--- src/hdl/light_level_stepped_regulator_unit_macros.svh ---
// assertion macros for the light level stepped regulator
`ifndef LIGHT_LEVEL_STEPPED_REGULATOR_UNIT_MACROS_SVH
`define LIGHT_LEVEL_STEPPED_REGULATOR_UNIT_MACROS_SVH

// same-cycle implication, disabled during reset
`define LSR_ASSERT_IMP(label, clk, rst_n, ante, cons) \
    label: assert property (@(posedge clk) disable iff (!rst_n) (ante) |-> (cons)) \
        else $error("lsr assertion failed");

// next-cycle implication, disabled during reset
`define LSR_ASSERT_NEXT(label, clk, rst_n, ante, cons) \
    label: assert property (@(posedge clk) disable iff (!rst_n) (ante) |=> (cons)) \
        else $error("lsr assertion failed");

`endif

--- src/hdl/lsr_pkg.sv ---
// types, constants and helper functions for the light level stepped regulator
`timescale 1ns / 1ps
`default_nettype none

package lsr_pkg;

    localparam int AVG_W   = 16;
    localparam int DRIVE_W = 8;
    localparam int INDEX_W = 5;
    localparam int TARGET_W = 10;

    localparam logic [INDEX_W-1:0]  FORCED_INDEX  = 5'd16;
    localparam logic [TARGET_W-1:0] TARGET_RESET  = 10'd1023;
    localparam logic [DRIVE_W-1:0]  DRIVE_RESET   = 8'd255;
    localparam logic [DRIVE_W-1:0]  DRIVE_MAX     = 8'd255;
    localparam logic [3:0]          INVALID_NIBBLE = 4'hF;
    localparam int                  NO_SELECT_BIT = 6;

    typedef logic signed [17:0] lsr_diff_t;
    typedef logic signed [5:0]  lsr_step_t;

    localparam lsr_diff_t BAND_30 = 18'sd120;
    localparam lsr_diff_t BAND_20 = 18'sd80;
    localparam lsr_diff_t BAND_10 = 18'sd40;
    localparam lsr_diff_t BAND_5  = 18'sd20;
    localparam lsr_diff_t BAND_2  = 18'sd8;

    typedef struct packed {
        logic [7:0] a_hi;
        logic [7:0] a_lo;
        logic [7:0] b_hi;
        logic [7:0] b_lo;
        logic [7:0] st_hi;
        logic [7:0] st_lo;
    } lsr_packet_t;

    typedef struct packed {
        logic [AVG_W-1:0]    avg_a;
        logic [AVG_W-1:0]    avg_b;
        logic [DRIVE_W-1:0]  drive;
        logic [INDEX_W-1:0]  active_index;
        logic [TARGET_W-1:0] target;
    } lsr_state_t;

    typedef struct packed {
        logic [DRIVE_W-1:0]  drive_level;
        logic [AVG_W-1:0]    mean_level;
        logic [TARGET_W-1:0] target_level;
        logic                sample_taken;
    } lsr_result_t;

    localparam lsr_state_t STATE_RESET = '{
        avg_a: '0,
        avg_b: '0,
        drive: DRIVE_RESET,
        active_index: FORCED_INDEX,
        target: TARGET_RESET
    };

    // percent setting times 1023 over 100, precomputed per index
    function automatic logic [TARGET_W-1:0] target_lookup(input logic [INDEX_W-1:0] idx);
        logic [TARGET_W-1:0] t;
        unique case (idx)
            5'd0:    t = 10'd1023;
            5'd1:    t = 10'd767;
            5'd2:    t = 10'd511;
            5'd3:    t = 10'd255;
            5'd4:    t = 10'd818;
            5'd5:    t = 10'd613;
            5'd6:    t = 10'd409;
            5'd7:    t = 10'd204;
            5'd8:    t = 10'd613;
            5'd9:    t = 10'd460;
            5'd10:   t = 10'd306;
            5'd11:   t = 10'd153;
            5'd12:   t = 10'd409;
            5'd13:   t = 10'd306;
            5'd14:   t = 10'd204;
            5'd15:   t = 10'd102;
            default: t = TARGET_RESET;
        endcase
        return t;
    endfunction

    // move avg halfway toward sample, half-difference truncated toward zero
    function automatic logic [AVG_W-1:0] pull_half(input logic [AVG_W-1:0] avg,
                                                   input logic [AVG_W-1:0] sample);
        logic signed [AVG_W:0] diff;
        logic signed [AVG_W:0] adj;
        logic signed [AVG_W:0] half;
        logic signed [AVG_W:0] sum;
        diff = $signed({1'b0, sample}) - $signed({1'b0, avg});
        adj  = diff + $signed({{AVG_W{1'b0}}, diff[AVG_W]});
        half = adj >>> 1;
        sum  = $signed({1'b0, avg}) + half;
        return sum[AVG_W-1:0];
    endfunction

endpackage

`default_nettype wire

--- src/hdl/light_level_stepped_regulator_unit.sv ---
// top level of the light level stepped regulator: handshake, state and result registers
// usage:
//   input channel in_valid/in_ready carries one six-byte sensor packet per item
//   output channel out_valid/out_ready carries one result item per packet
//   an accepted packet is held in the input register until the output register
//   is free or being read, then its result is loaded into the output register
//   throughput is one item per cycle while out_ready is high; the running averages,
//   drive level and target are updated as each item moves into the output register,
//   so back-to-back items see each other's updates in order
//   while the receiver stalls, the result holds and the input register
//   still takes one more item; in_ready drops only when both are full
//   reset clears both valid flags, sets averages to zero, drive to 255,
//   active index to "no selection" and target to 1023
`timescale 1ns / 1ps
`default_nettype none

module light_level_stepped_regulator_unit (
    input  wire logic        clk,
    input  wire logic        rst_n,
    input  wire logic        in_valid,
    output logic             in_ready,
    input  wire logic [7:0]  sensor_a_high,
    input  wire logic [7:0]  sensor_a_low,
    input  wire logic [7:0]  sensor_b_high,
    input  wire logic [7:0]  sensor_b_low,
    input  wire logic [7:0]  status_hi_byte,
    input  wire logic [7:0]  status_lo_byte,
    output logic             out_valid,
    input  wire logic        out_ready,
    output logic [7:0]       drive_level,
    output logic [15:0]      mean_level,
    output logic [9:0]       target_level,
    output logic             sample_taken
);
    import lsr_pkg::*;

    `include "light_level_stepped_regulator_unit_macros.svh"

    logic        in_valid_reg;
    lsr_packet_t pkt_reg;
    lsr_state_t  state_reg;
    lsr_state_t  state_next;
    logic        out_valid_reg;
    lsr_result_t result_reg;
    lsr_result_t result_next;
    logic        advance;

    assign advance  = in_valid_reg && (!out_valid_reg || out_ready);
    assign in_ready = !in_valid_reg || advance;

    lsr_step u_step (
        .pkt        (pkt_reg),
        .state      (state_reg),
        .state_next (state_next),
        .result     (result_next)
    );

    always_ff @(posedge clk or negedge rst_n)
    begin
        if (!rst_n)
        begin
            in_valid_reg  <= 1'b0;
            out_valid_reg <= 1'b0;
            state_reg     <= STATE_RESET;
        end
        else
        begin
            if (in_ready)
            begin
                in_valid_reg <= in_valid;
            end
            if (advance)
            begin
                out_valid_reg <= 1'b1;
                state_reg     <= state_next;
            end
            else if (out_ready)
            begin
                out_valid_reg <= 1'b0;
            end
        end
    end

    always_ff @(posedge clk)
    begin
        if (in_ready && in_valid)
        begin
            pkt_reg <= '{a_hi: sensor_a_high, a_lo: sensor_a_low,
                         b_hi: sensor_b_high, b_lo: sensor_b_low,
                         st_hi: status_hi_byte, st_lo: status_lo_byte};
        end
        if (advance)
        begin
            result_reg <= result_next;
        end
    end

    assign out_valid    = out_valid_reg;
    assign drive_level  = result_reg.drive_level;
    assign mean_level   = result_reg.mean_level;
    assign target_level = result_reg.target_level;
    assign sample_taken = result_reg.sample_taken;

    `LSR_ASSERT_NEXT(a_hold_on_invalid, clk, rst_n, advance && !result_next.sample_taken, $stable(state_reg.avg_a) && $stable(state_reg.avg_b) && $stable(state_reg.drive))
    `LSR_ASSERT_IMP(a_ready_when_drained, clk, rst_n, !out_valid_reg, in_ready)
    `LSR_ASSERT_IMP(a_no_select_target, clk, rst_n, state_reg.active_index == FORCED_INDEX, state_reg.target == TARGET_RESET)

endmodule

`default_nettype wire

--- src/hdl/lsr_step.sv ---
// combinational update of regulator state for one sensor packet
`timescale 1ns / 1ps
`default_nettype none

module lsr_step (
    input  lsr_pkg::lsr_packet_t pkt,
    input  lsr_pkg::lsr_state_t  state,
    output lsr_pkg::lsr_state_t  state_next,
    output lsr_pkg::lsr_result_t result
);
    import lsr_pkg::*;

    logic [INDEX_W-1:0]  idx;
    logic [TARGET_W-1:0] target_now;
    logic                sensors_ok;
    logic [AVG_W-1:0]    avg_a_now;
    logic [AVG_W-1:0]    avg_b_now;
    logic [AVG_W:0]      avg_sum;
    logic [AVG_W-1:0]    mean;
    lsr_diff_t           d;
    lsr_step_t           step;
    logic signed [9:0]   drive_sum;
    logic [DRIVE_W-1:0]  drive_adj;
    logic [DRIVE_W-1:0]  drive_now;

    always_comb
    begin
        if (pkt.st_lo[NO_SELECT_BIT])
        begin
            idx = FORCED_INDEX;
        end
        else
        begin
            idx = {1'b0, pkt.st_hi[1:0], pkt.st_lo[1:0]};
        end
        target_now = (idx != state.active_index) ? target_lookup(idx) : state.target;

        sensors_ok = (pkt.a_hi[7:4] != INVALID_NIBBLE) && (pkt.b_hi[7:4] != INVALID_NIBBLE);
        avg_a_now  = sensors_ok ? pull_half(state.avg_a, {pkt.a_hi, pkt.a_lo}) : state.avg_a;
        avg_b_now  = sensors_ok ? pull_half(state.avg_b, {pkt.b_hi, pkt.b_lo}) : state.avg_b;
        avg_sum    = {1'b0, avg_a_now} + {1'b0, avg_b_now};
        mean       = avg_sum[AVG_W:1];

        d = $signed({2'b00, mean}) - $signed({8'b0, target_now});
        if (d < -BAND_30)      step = 6'sd30;
        else if (d < -BAND_20) step = 6'sd20;
        else if (d < -BAND_10) step = 6'sd10;
        else if (d < -BAND_5)  step = 6'sd5;
        else if (d < -BAND_2)  step = 6'sd2;
        else if (d > BAND_30)  step = -6'sd30;
        else if (d > BAND_20)  step = -6'sd20;
        else if (d > BAND_10)  step = -6'sd10;
        else if (d > BAND_5)   step = -6'sd5;
        else if (d > BAND_2)   step = -6'sd2;
        else                   step = 6'sd0;

        drive_sum = $signed({2'b00, state.drive}) + $signed({{4{step[5]}}, step});
        if (drive_sum < 10'sd0)
        begin
            drive_adj = '0;
        end
        else if (drive_sum > $signed({2'b00, DRIVE_MAX}))
        begin
            drive_adj = DRIVE_MAX;
        end
        else
        begin
            drive_adj = drive_sum[DRIVE_W-1:0];
        end
        drive_now = sensors_ok ? drive_adj : state.drive;

        state_next.avg_a        = avg_a_now;
        state_next.avg_b        = avg_b_now;
        state_next.drive        = drive_now;
        state_next.active_index = idx;
        state_next.target       = target_now;

        result.drive_level  = drive_now;
        result.mean_level   = mean;
        result.target_level = target_now;
        result.sample_taken = sensors_ok;
    end

endmodule

`default_nettype wire

--- config.mk ---
export PLATFORM = sky130hd
export DESIGN_NAME = light_level_stepped_regulator_unit
export DESIGN_NICKNAME = d
export VERILOG_FILES = /design/src/hdl/lsr_pkg.sv /design/src/hdl/light_level_stepped_regulator_unit.sv /design/src/hdl/lsr_step.sv
export VERILOG_INCLUDE_DIRS = /design/src /design/src/hdl
export SDC_FILE = /design/constraint.sdc
export NUM_CORES = 1
export LEC_CHECK = 0
export ABC_AREA = 0
export BUFFER_PORTS_ARGS = -buffer_cell sky130_fd_sc_hd__buf_2
export CAP_MARGIN = 20
export CORE_MARGIN = 1
export CORE_UTILIZATION = 45
export DETAILED_ROUTE_END_ITERATION = 8
export PLACE_DENSITY = 0.65
export RECOVER_POWER = 25
export SLEW_MARGIN = 20
export SYNTH_ARGS = -nofsm -noshare
export SYNTH_HDL_FRONTEND = slang
export SYNTH_SLANG_ARGS = --single-unit
--- constraint.sdc ---
create_clock -name clk -period 10.6 [get_ports clk]
set_input_delay 1.59 -clock clk [delete_from_list [all_inputs] [get_ports clk]]
set_output_delay 1.59 -clock clk [all_outputs]
set_load 0.1 [all_outputs]
* Yosys cells after proc, flatten, opt, wreduce, memory -nomap -nowiden
Memory sizes are Yosys's and may differ from the RTL's.
Index checks and enable logic that the tools add are counted.
Widths: inputs -> output; s select.
** Storage, ports and cells
- Bits in registers :: 133
- Bits in read-only memories :: 160
- Output and inout bits :: 37
- Word-level logic and storage cells :: 70
- Memories kept :: 1
** Memory list
- (no name shown) :: depth 16, bits a word 10, rd ports 1, clocked after Yosys merged registers in 0, wr ports 0, RTL line lsr_pkg.sv:63 : unique case (idx)
** Operators by class
- Add/subtract/negate cells :: 9
- Order comparisons :: 12
- Eq/ne operators :: 3
- Muxes and demuxes :: 20
- Reductions and logical operators :: 8
** Operator list (number)
- $mux 6 :: 10
- $gt 18x8->1 const B :: 2
- $lt 18x8->1 const B :: 2
- $add 17x2->17 :: 2
- $sub 16x16->17 :: 2
- $add 16x16->16 :: 2
- $mux 16 :: 2
- $mux 8 :: 3
- $mux 10 :: 2
- $gt 18x5->1 const B :: 1
- $gt 18x6->1 const B :: 1
- $gt 18x7->1 const B :: 1
- $lt 18x4->1 const B :: 1
- $lt 18x6->1 const B :: 1
- $lt 18x7->1 const B :: 1
- $add 16x16->17 :: 1
- $sub 16x10->17 :: 1
- $add 9x6->10 :: 1
- $gt 10x9->1 const B :: 1
- $lt 10x1->1 const B :: 1
- $ne 4x4->1 const B :: 2
- $mux 5 :: 1
- $ne 5x5->1 :: 1
- $logic_and 1x1->1 :: 3
- 4 further kinds :: 7

* Depth between registers and ports, before layout
Gate-level depths: netlist of the first run.
- Depth after elaboration :: 22
- Gate-level depth with buffers :: 61
- Mapped depth without buffers :: 61

* Hierarchy
Synthesis of the first run repeated with hierarchy kept, for this count alone.
** Second synthesis, totals
- Cell total of the unflattened synthesis :: 1190
- Area total of the unflattened synthesis :: 11501.0 µm²
** Modules (own cells, without submodules)
- lsr_step :: instances 1, cells each 982, area an instance 6691.4 µm²
- light_level_stepped_regulator_unit :: instances 1, cells each 208, area an instance 4809.6 µm²

* Least setup slack after synthesis of the first run
Ideal clock, no wire load.
- Path kind :: flip-flop to flip-flop
- Start point :: reg state_reg[25] in the netlist's numbering
- End point :: reg result_reg (netlist bit drive_level[5]) (data pin)
- Library setup time :: 272 ps
- Data arrival time :: 10486 ps
- Required time :: 10328 ps
- Slack :: -158 ps
- Cell stages (with the launch flop) :: 56
- Path through :: dfrtp_1 > inv_1 > ha_1 > nor2b_1 > o21ai_0 > a21boi_0 > o21ai_1 > a21oi_1 > o21a_1 > o31a_1 > o211ai_1 > a21oi_1 > o21ai_0 > nand2b_1 > nor2_1 > ha_1 > xor2_1 > ha_1 > [20 not listed] > a21oi_1 > nand2b_1 > mux2_2 > or3_4 > nor3_1 > nand2_1 > o32a_1 > o31ai_1 > ha_1 > nor2b_1 > o21ai_0 > nand2b_1 > a21oi_1 > nor2_1 > o21ai_0 > or3b_1 > nand4b_1 > o211ai_1
** RTL lines
- start: declaration :: RTL line light_level_stepped_regulator_unit.sv:41 : lsr_state_t state_reg;
- start signal: assignment :: RTL line light_level_stepped_regulator_unit.sv:75 : state_reg <= state_next;
- end signal: assignment :: RTL line light_level_stepped_regulator_unit.sv:94 : result_reg <= result_next;
- end: declaration :: RTL line light_level_stepped_regulator_unit.sv:44 : lsr_result_t result_reg;

==> results of run 1 <==
cells by family (layout without fill, tap and decap cells):
family          after synthesis  after routing
xor+xnor                    101            101
compound gates              354            354
buf+inv                     115            431
flops                       129            129
mux                          16             16
fa+ha+maj                   109            109
simple gates                400            400
critical path, delay by kind of cell, from the launching register on:
| family | cells | cell delay (ps) |
|---|---|---|
| flops | 1 | 370 |
| buf+inv | 6 | 740 |
| xor+xnor | 3 | 590 |
| compound gates | 25 | 4070 |
| simple gates | 19 | 2370 |
| mux | 2 | 600 |
| fa+ha+maj | 7 | 1700 |
stage by stage:
stage,instance area (um^2),TNS [ps],worst slack (ps)
2_1_floorplan,11000,0,7.441
3_3_place_gp,13070,-8621,-652.7
3_5_place_dp,13070,-12220,-873.5
4_1_cts,14160,0,3.531
5_1_grt,14490,-7826,-572.3
6_report,14490,-41.50,-30.49
timing repair:
| action | CTS | global route |
|---|---|---|
| endpoints found under the setup margin | 16 | 16 |
| buffers inserted | 29 | 13 |
| endpoints found under the hold margin | 0 | 0 |
| resized for setup | 63 | 53 |
| pin swaps | 47 | 69 |
routing by layer:
metal	vias to the layer above	global-route usage (%)	share of wire [%]
met3	34	4.083	5.0
met5	-	0	0
li1	5068	-	-
met1	4728	31.50	46
met4	0	6.410	1.7
met2	258	40.43	48
path summary, 6_finish.rpt:
path	endpoint	from	slack, ps	depth (start not counted)
worst max-delay path	drive_level[1]	pkt_reg[16]	-30	62
worst min-delay path	state_reg[0]	state_reg[0]	470	2
worst max register to register	drive_level[1]	pkt_reg[16]	-30	62
worst min register to register	state_reg[0]	state_reg[0]	470	2
max in group asynchronous	state_reg[53]	rst_n	6320	2
min in group asynchronous	state_reg[12]	rst_n	2370	2
cell usage in the layout, fill, tap and decap left out, types with 11 or more instances in the layout:
| master | n |
|---|---|
| sky130_fd_sc_hd__nand2_1 | 141 |
| sky130_fd_sc_hd__o21a_1 | 13 |
| sky130_fd_sc_hd__xnor2_1 | 66 |
| sky130_fd_sc_hd__inv_1 | 83 |
| sky130_fd_sc_hd__a21o_1 | 27 |
| sky130_fd_sc_hd__nand4_1 | 12 |
| sky130_fd_sc_hd__o21ai_0 | 82 |
| sky130_fd_sc_hd__a21oi_1 | 68 |
| sky130_fd_sc_hd__xor2_1 | 25 |
| sky130_fd_sc_hd__dfrtp_1 | 38 |
| sky130_fd_sc_hd__ha_1 | 91 |
| sky130_fd_sc_hd__o211ai_1 | 11 |
| sky130_fd_sc_hd__nand2b_1 | 21 |
| sky130_fd_sc_hd__o21ai_2 | 16 |
| sky130_fd_sc_hd__nor2_1 | 62 |
| sky130_fd_sc_hd__edfxtp_1 | 72 |
| sky130_fd_sc_hd__nor2b_1 | 13 |
| sky130_fd_sc_hd__buf_2 | 77 |
| sky130_fd_sc_hd__dfstp_2 | 19 |
| sky130_fd_sc_hd__nand3_1 | 37 |
| sky130_fd_sc_hd__buf_4 | 229 |
| sky130_fd_sc_hd__or3_1 | 11 |
| sky130_fd_sc_hd__nor3_1 | 19 |
| sky130_fd_sc_hd__o21ai_1 | 12 |
| sky130_fd_sc_hd__clkbuf_16 | 17 |
layout make-up:
class | count | share of cell area [%]
clock buffers | 19 | 3.125
clock inverters | 13 | 1.269
inverters | 87 | 2.253
multi-input cells | 980 | 50.74
flip-flops and latches | 129 | 24.92
well taps | 319 | 2.754
repair buffers | 312 | 14.94
==> results.txt, run 1 <==
----------------------------------------------------
[Clock network]
  Number of buffers inserted for hold repair after clock tree synthesis ... 0
  Buffer depth of the longest clock path ... 2
  Clock sink count ... 129
  CTS root buffer ... sky130_fd_sc_hd__clkbuf_16
  CTS tree ... yes
  Clk pin slew, worst setup/hold paths ... ~60 ps
  Clock insertion delay at the later pin of the skew report ... roughly 430 ps
  Num CTS Buffers ... 17
  H-tree Lvls ... 4

[STA]
  Transition time at the pin with the least slew margin ... between 3000 and 4000 ps
  Hold Worst Slack ... around 470 ps
  Tcrit/Tclk final ... 100.3%
  Pins over their slew limit ... 58
  Post-route worst setup slack ... -30.49 ps
  Hold Fails Final Rpt ... 0
  Period minus WS final ... 10630 ps
  Maximum clock frequency ... roughly 94 MHz
  RSZ-0062 raised after global routing ... true
  Final setup skew ... around 12 ps
  Worst-case headroom to the max-slew limit ... -123.1%
  Setup violations, final ... 3

[Synthesis]
  Mean instance size in the synthesized netlist ... 8.980 um^2
  Portion of netlist area occupied by mux cells ... between 1.5 and 2%
  Share of synthesized registers carrying an async set or reset ... between 40 and 50%
  Number of synthesized register bits ... approximately 130
  Syn nets ... between 1k and 1.5k
  Ranking of synthesized cells by instance count ... 143 x sky130_fd_sc_hd__nand2_1, 100 x sky130_fd_sc_hd__ha_1, 98 x sky130_fd_sc_hd__o21ai_0, 87 x sky130_fd_sc_hd__inv_1, 76 x sky130_fd_sc_hd__a21oi_1
  Post-synth EDFFs ... 72
  Xor and xnor area share after synthesis ... about 8.4%
  Compound-cell area share of the yosys netlist ... between 20% and 30%
  Post-synthesis adder-cell area fraction ... about an eighth
  Dominant combinational cell family by area after synthesis ... compound AO/OA/AOI/OAI gates
  Sequential fraction of the synthesis area ... ~33%
  Synthesized area ... 0.01099 mm^2
  Most frequently used flop master after synthesis ... sky130_fd_sc_hd__edfxtp_1
  Leading cell type by number of instances after synthesis ... sky130_fd_sc_hd__nand2_1
  Cells after synthesis ... 1224
  Yosys Warn Count ... 0
  Cell taking the most area after synthesis ... sky130_fd_sc_hd__edfxtp_1
  Top cell type's share of synthesized area ... about a fifth
  Share of synthesized cell area in and, or, nand and nor gates ... a little under a fifth
  Count of cell types in the netlist ... between 90 and 100
  Cell types with the largest area share after synthesis ... sky130_fd_sc_hd__edfxtp_1 20%, sky130_fd_sc_hd__ha_1 11%, sky130_fd_sc_hd__dfrtp_1 8.7%

[Route]
  Residual DRC ... 0
  Total iterations of the first detailed-routing run ... 6
  Post-DRT Antenna Nets ... 0
  Via density ... between 5 and 6
  Routed WL per cell ... about 16 um
  Wire length after detailed routing ... ~29000 um
  Vias ... 10.09k
  Drt initial violations ... about 660

[Layout]
  Layout cells sized above 1 ... approximately 32%
  Non-Filler Instances ... between 1.5k and 2k
  Number of flip-flops in the largest register ... 55
  Total number of nets in the final design ... between 1.5k and 2k
  Utilization after layout ... 61.20%
  Filler cell count ... 2022
  Layout Area Growth over Synthesis ... 31.85%
  Number of diodes ... 0
  Total area of sequential cells ... 0.003612 mm^2
  Area of the multi-input gates ... ~0.0074 mm^2

[Critical path]
  Delay of the slowest cell on the worst path ... between 300 and 400 ps
  Critical path data required time ... 10870 ps
  Crit Path Category ... flip-flop to flip-flop
  Critical-path maximum fanout ... 4
  Cell with the largest stage delay on the worst path ... sky130_fd_sc_hd__or3_4
  Crit start category ... flip-flop
  Type of element capturing the critical path ... flip-flop
  Most frequent cell on the critical path ... sky130_fd_sc_hd__o21ai_2
  Critical Path AT ... roughly 11000 ps

[Place]
  Half-perimeter wire length of the detailed placement result ... approximately 21000 um
  Buffers on Ports ... 77
  Cell total after placement ... between 1.5k and 2k
  Placer congestion estimate ... 0.8784

[Die]
  Initial core utilization ... around 46%
  Area of the die ... roughly 0.025 mm^2
  Floorplan core area ... about 0.024 mm^2
  Width of the chip ... 158.3 um
  Row count ... 56
  Number of top-level pins ... approximately 90
  Floorplan die height ... between 150 and 200 um

[GRT]
  Vias in the first global route ... slightly below 10k
  Number of antenna violations at the first check in global routing ... 0
  Combined global-route utilization of all metal layers ... 23.94%
  Wire length of the first global-routing pass ... approximately 47000 um
  Gr ovfl total ... 0
  Largest net degree at the start of global routing ... 75

[Run]
  Number of max-cap violations ... 1

[Run status]
  Status ... finished with violations
  Violated checks ... capacitance limit, slew limit, setup timing

[Hold path]
  Worst hold path type ... flip-flop to flip-flop

----------------------------------------------------
Power of run 1 is left out: the tool's default activity adds up to more than one toggle a clock period on the data nets, which glitch-free logic cannot reach.
==> run 2, diff against run 1 <==
- SKIP_CTS_REPAIR_TIMING: default -> 1
==> run 2 against run 1 <==
Net effect:
- the run still ends with capacitance limit, slew limit, setup timing left
- fmax down 1.0%
- cell count down 1.1%
- die area unchanged
- wire length down 2.0%
- sequential share of layout area up 0.33 points
- register-to-register slack worse by 110 ps
- clock-buffer cell count unchanged
==> results.txt, run 2 (same netlist as run 1, synthesis figures left out) <==
----------------------------------------------------
[Run status]
  Status ... finished with violations
  Violated checks ... capacitance limit, slew limit, setup timing

[Clock network]
  Clock sink count ... 129 (unchanged)
  CTS tree ... yes
  Num CTS Buffers ... 17 (unchanged)
  Buffer depth of the longest clock path ... 2 (unchanged)
  Clk pin slew, worst setup/hold paths ... 60 ps (about the same)
  CTS root buffer ... sky130_fd_sc_hd__clkbuf_16
  H-tree Lvls ... 4 (unchanged)
  Clock insertion delay at the later pin of the skew report ... 430 ps (about the same)

[Layout]
  Layout cells sized above 1 ... 30.68% (-1.4 points)
  Number of diodes ... 0 (unchanged)
  Commonest cells after routing, fill and taps aside ... 204 x sky130_fd_sc_hd__buf_4, 138 x sky130_fd_sc_hd__nand2_1, 91 x sky130_fd_sc_hd__ha_1, 84 x sky130_fd_sc_hd__inv_1, 82 x sky130_fd_sc_hd__o21ai_0
  Total non-filler cell area in the finished layout ... 0.01430 mm^2 (-1.3%)
  Total number of nets in the final design ... 1665 (-1.2%)
  Layout Area Growth over Synthesis ... 30.12%
  Number of flip-flops in the largest register ... 55 (unchanged)
  Commonest non-fill, non-tap cell in the layout ... sky130_fd_sc_hd__buf_4

[Critical path]
  Cell with the largest stage delay on the worst path ... sky130_fd_sc_hd__edfxtp_1
  Crit Path Category ... flip-flop to flip-flop
  Critical-path maximum fanout ... 4 (unchanged)
  Type of element capturing the critical path ... flip-flop
  Critical Path AT ... 10900 ps (about the same)
  Delay of the slowest cell on the worst path ... 360 ps (-30 ps)
  Crit start category ... flip-flop
  Most frequent cell on the critical path ... sky130_fd_sc_hd__o21ai_2
  Critical path data required time ... 10760 ps (-110 ps)

[Run]
  Number of max-cap violations ... 1 (unchanged)

[Place]
  Placed Instance Area ... 0.01307 mm^2 (unchanged)
  Worst slack, placed ... -873.5 ps (unchanged)
  Half-perimeter wire length of the detailed placement result ... 20990 um (unchanged)
  Buffers on Ports ... 77 (unchanged)
  Placer congestion estimate ... 0.8784 (unchanged)

[Route]
  Wire length after detailed routing ... 28460 um (-2.0%)
  Post-DRT Antenna Nets ... 0 (unchanged)
  Routed WL per cell ... 15.49 um (-0.84%)
  Drt initial violations ... 730 (+9.9%)
  Vias ... 9968 (-1.2%)
  Total iterations of the first detailed-routing run ... 7 (+1)
  Via density ... 5.423 (about the same)
  Residual DRC ... 0 (unchanged)

[Die]
  Area of the die ... 0.02506 mm^2 (unchanged)
  Floorplan die height ... 158.3 um (unchanged)
  Initial core utilization ... 46.41% (unchanged)
  Width of the chip ... 158.3 um (unchanged)
  Row count ... 56 (unchanged)
  Floorplan core area ... 0.02368 mm^2 (unchanged)
  Number of top-level pins ... 89 (unchanged)

[STA]
  Setup violations, final ... 10 (+7)
  Final setup skew ... 11.57 ps (-0.3387 ps)
  Worst-case headroom to the max-slew limit ... -125.3% (-2.3 points)
  Maximum clock frequency ... 93.12 MHz (-1.0%)
  Pins over their slew limit ... 58 (unchanged)
  Transition time at the pin with the least slew margin ... 3380 ps (+34.21 ps)
  Total negative slack for setup checks ... -707.1 ps (-665.6 ps)
  Period minus WS final ... 10740 ps (+108.6 ps)
  Hold Fails Final Rpt ... 0 (unchanged)
  RSZ-0062 raised after global routing ... true
  Tcrit/Tclk final ... 101.3% (+1.0 points)
  Post-route worst setup slack ... -139.1 ps (-108.6 ps)

[GRT]
  Combined global-route utilization of all metal layers ... 23.40% (-0.54 points)
  Vias in the first global route ... 9539 (-2.5%)
  Number of antenna violations at the first check in global routing ... 0 (unchanged)
  Gr ovfl total ... 0 (unchanged)
  Wire length of the first global-routing pass ... 45570 um (-2.4%)
  Largest net degree at the start of global routing ... 75 (unchanged)

[Hold path]
  Worst hold path type ... flip-flop to flip-flop

----------------------------------------------------
-- run 2: cell types whose count changed in the layout (fill, tap and decap cells not counted), moves of 3 or more --
cell,delta
sky130_fd_sc_hd__buf_6,+4
sky130_fd_sc_hd__xnor2_2,-3
sky130_fd_sc_hd__buf_4,-25
sky130_fd_sc_hd__xnor2_1,+3
sky130_fd_sc_hd__nand2_1,-3
sky130_fd_sc_hd__nand2_2,+3
-- run 2: worst max-delay path, delay by kind of cell (launching register included) --
kind            cells  cell delay [ps]
compound gates     26             4750
simple gates       18             2610
flops               1              360
fa+ha+maj           7             1670
mux                 1              300
xor+xnor            3              520
buf+inv             2              250
-- run 2: final cells by class --
| cell class | count | area (um^2) |
|---|---|---|
| multi-input combinational | 980 | 7306 |
| inverter | 87 | 326.6 |
| tap | 319 | 399.1 |
| sequential | 129 | 3612 |
| timing repair buffer | 291 | 2022 |
| fill | 2057 | 9380 |
| clock buffer | 19 | 452.9 |
| clock inverter | 13 | 183.9 |
-- run 2: metal layers --
metal / track usage (%) / vias up / part of all wire (%) / wire length, um
met1: 31.11 / 4687 / 46 / 13230
met2: 38.99 / 225 / 47 / 13430
met4: 6.410 / 0 / 1.8 / 499
met3: 4.083 / 41 / 4.6 / 1309
li1: - / 5015 / - / -
met5: 0 / - / 0 / 0
-- run 2: final timing paths --
| path | slack (ps) | from | cells past startpoint | to |
|---|---|---|---|---|
| worst min register to register | 470 | state_reg[0] | 2 | state_reg[0] |
| worst max-delay path | -140 | pkt_reg[16] | 57 | drive_level[5] |
| worst min-delay path | 470 | state_reg[0] | 2 | state_reg[0] |
| max in group asynchronous | 6290 | rst_n | 2 | state_reg[53] |
| worst max register to register | -140 | pkt_reg[16] | 57 | drive_level[5] |
| min in group asynchronous | 2390 | rst_n | 2 | state_reg[12] |
-- run 2: per-stage QoR --
stage          hold WS (ps)  utilization [%]  std cells
2_1_floorplan         439.3                -       1224
3_3_place_gp          447.9            55.20       1785
3_5_place_dp          452.4            55.20       1785
4_1_cts               467.6            57.89       1817
5_1_grt               492.4            60.39       1838
6_report              467.5            60.39       1838
Power of run 2 is left out for the same reason.
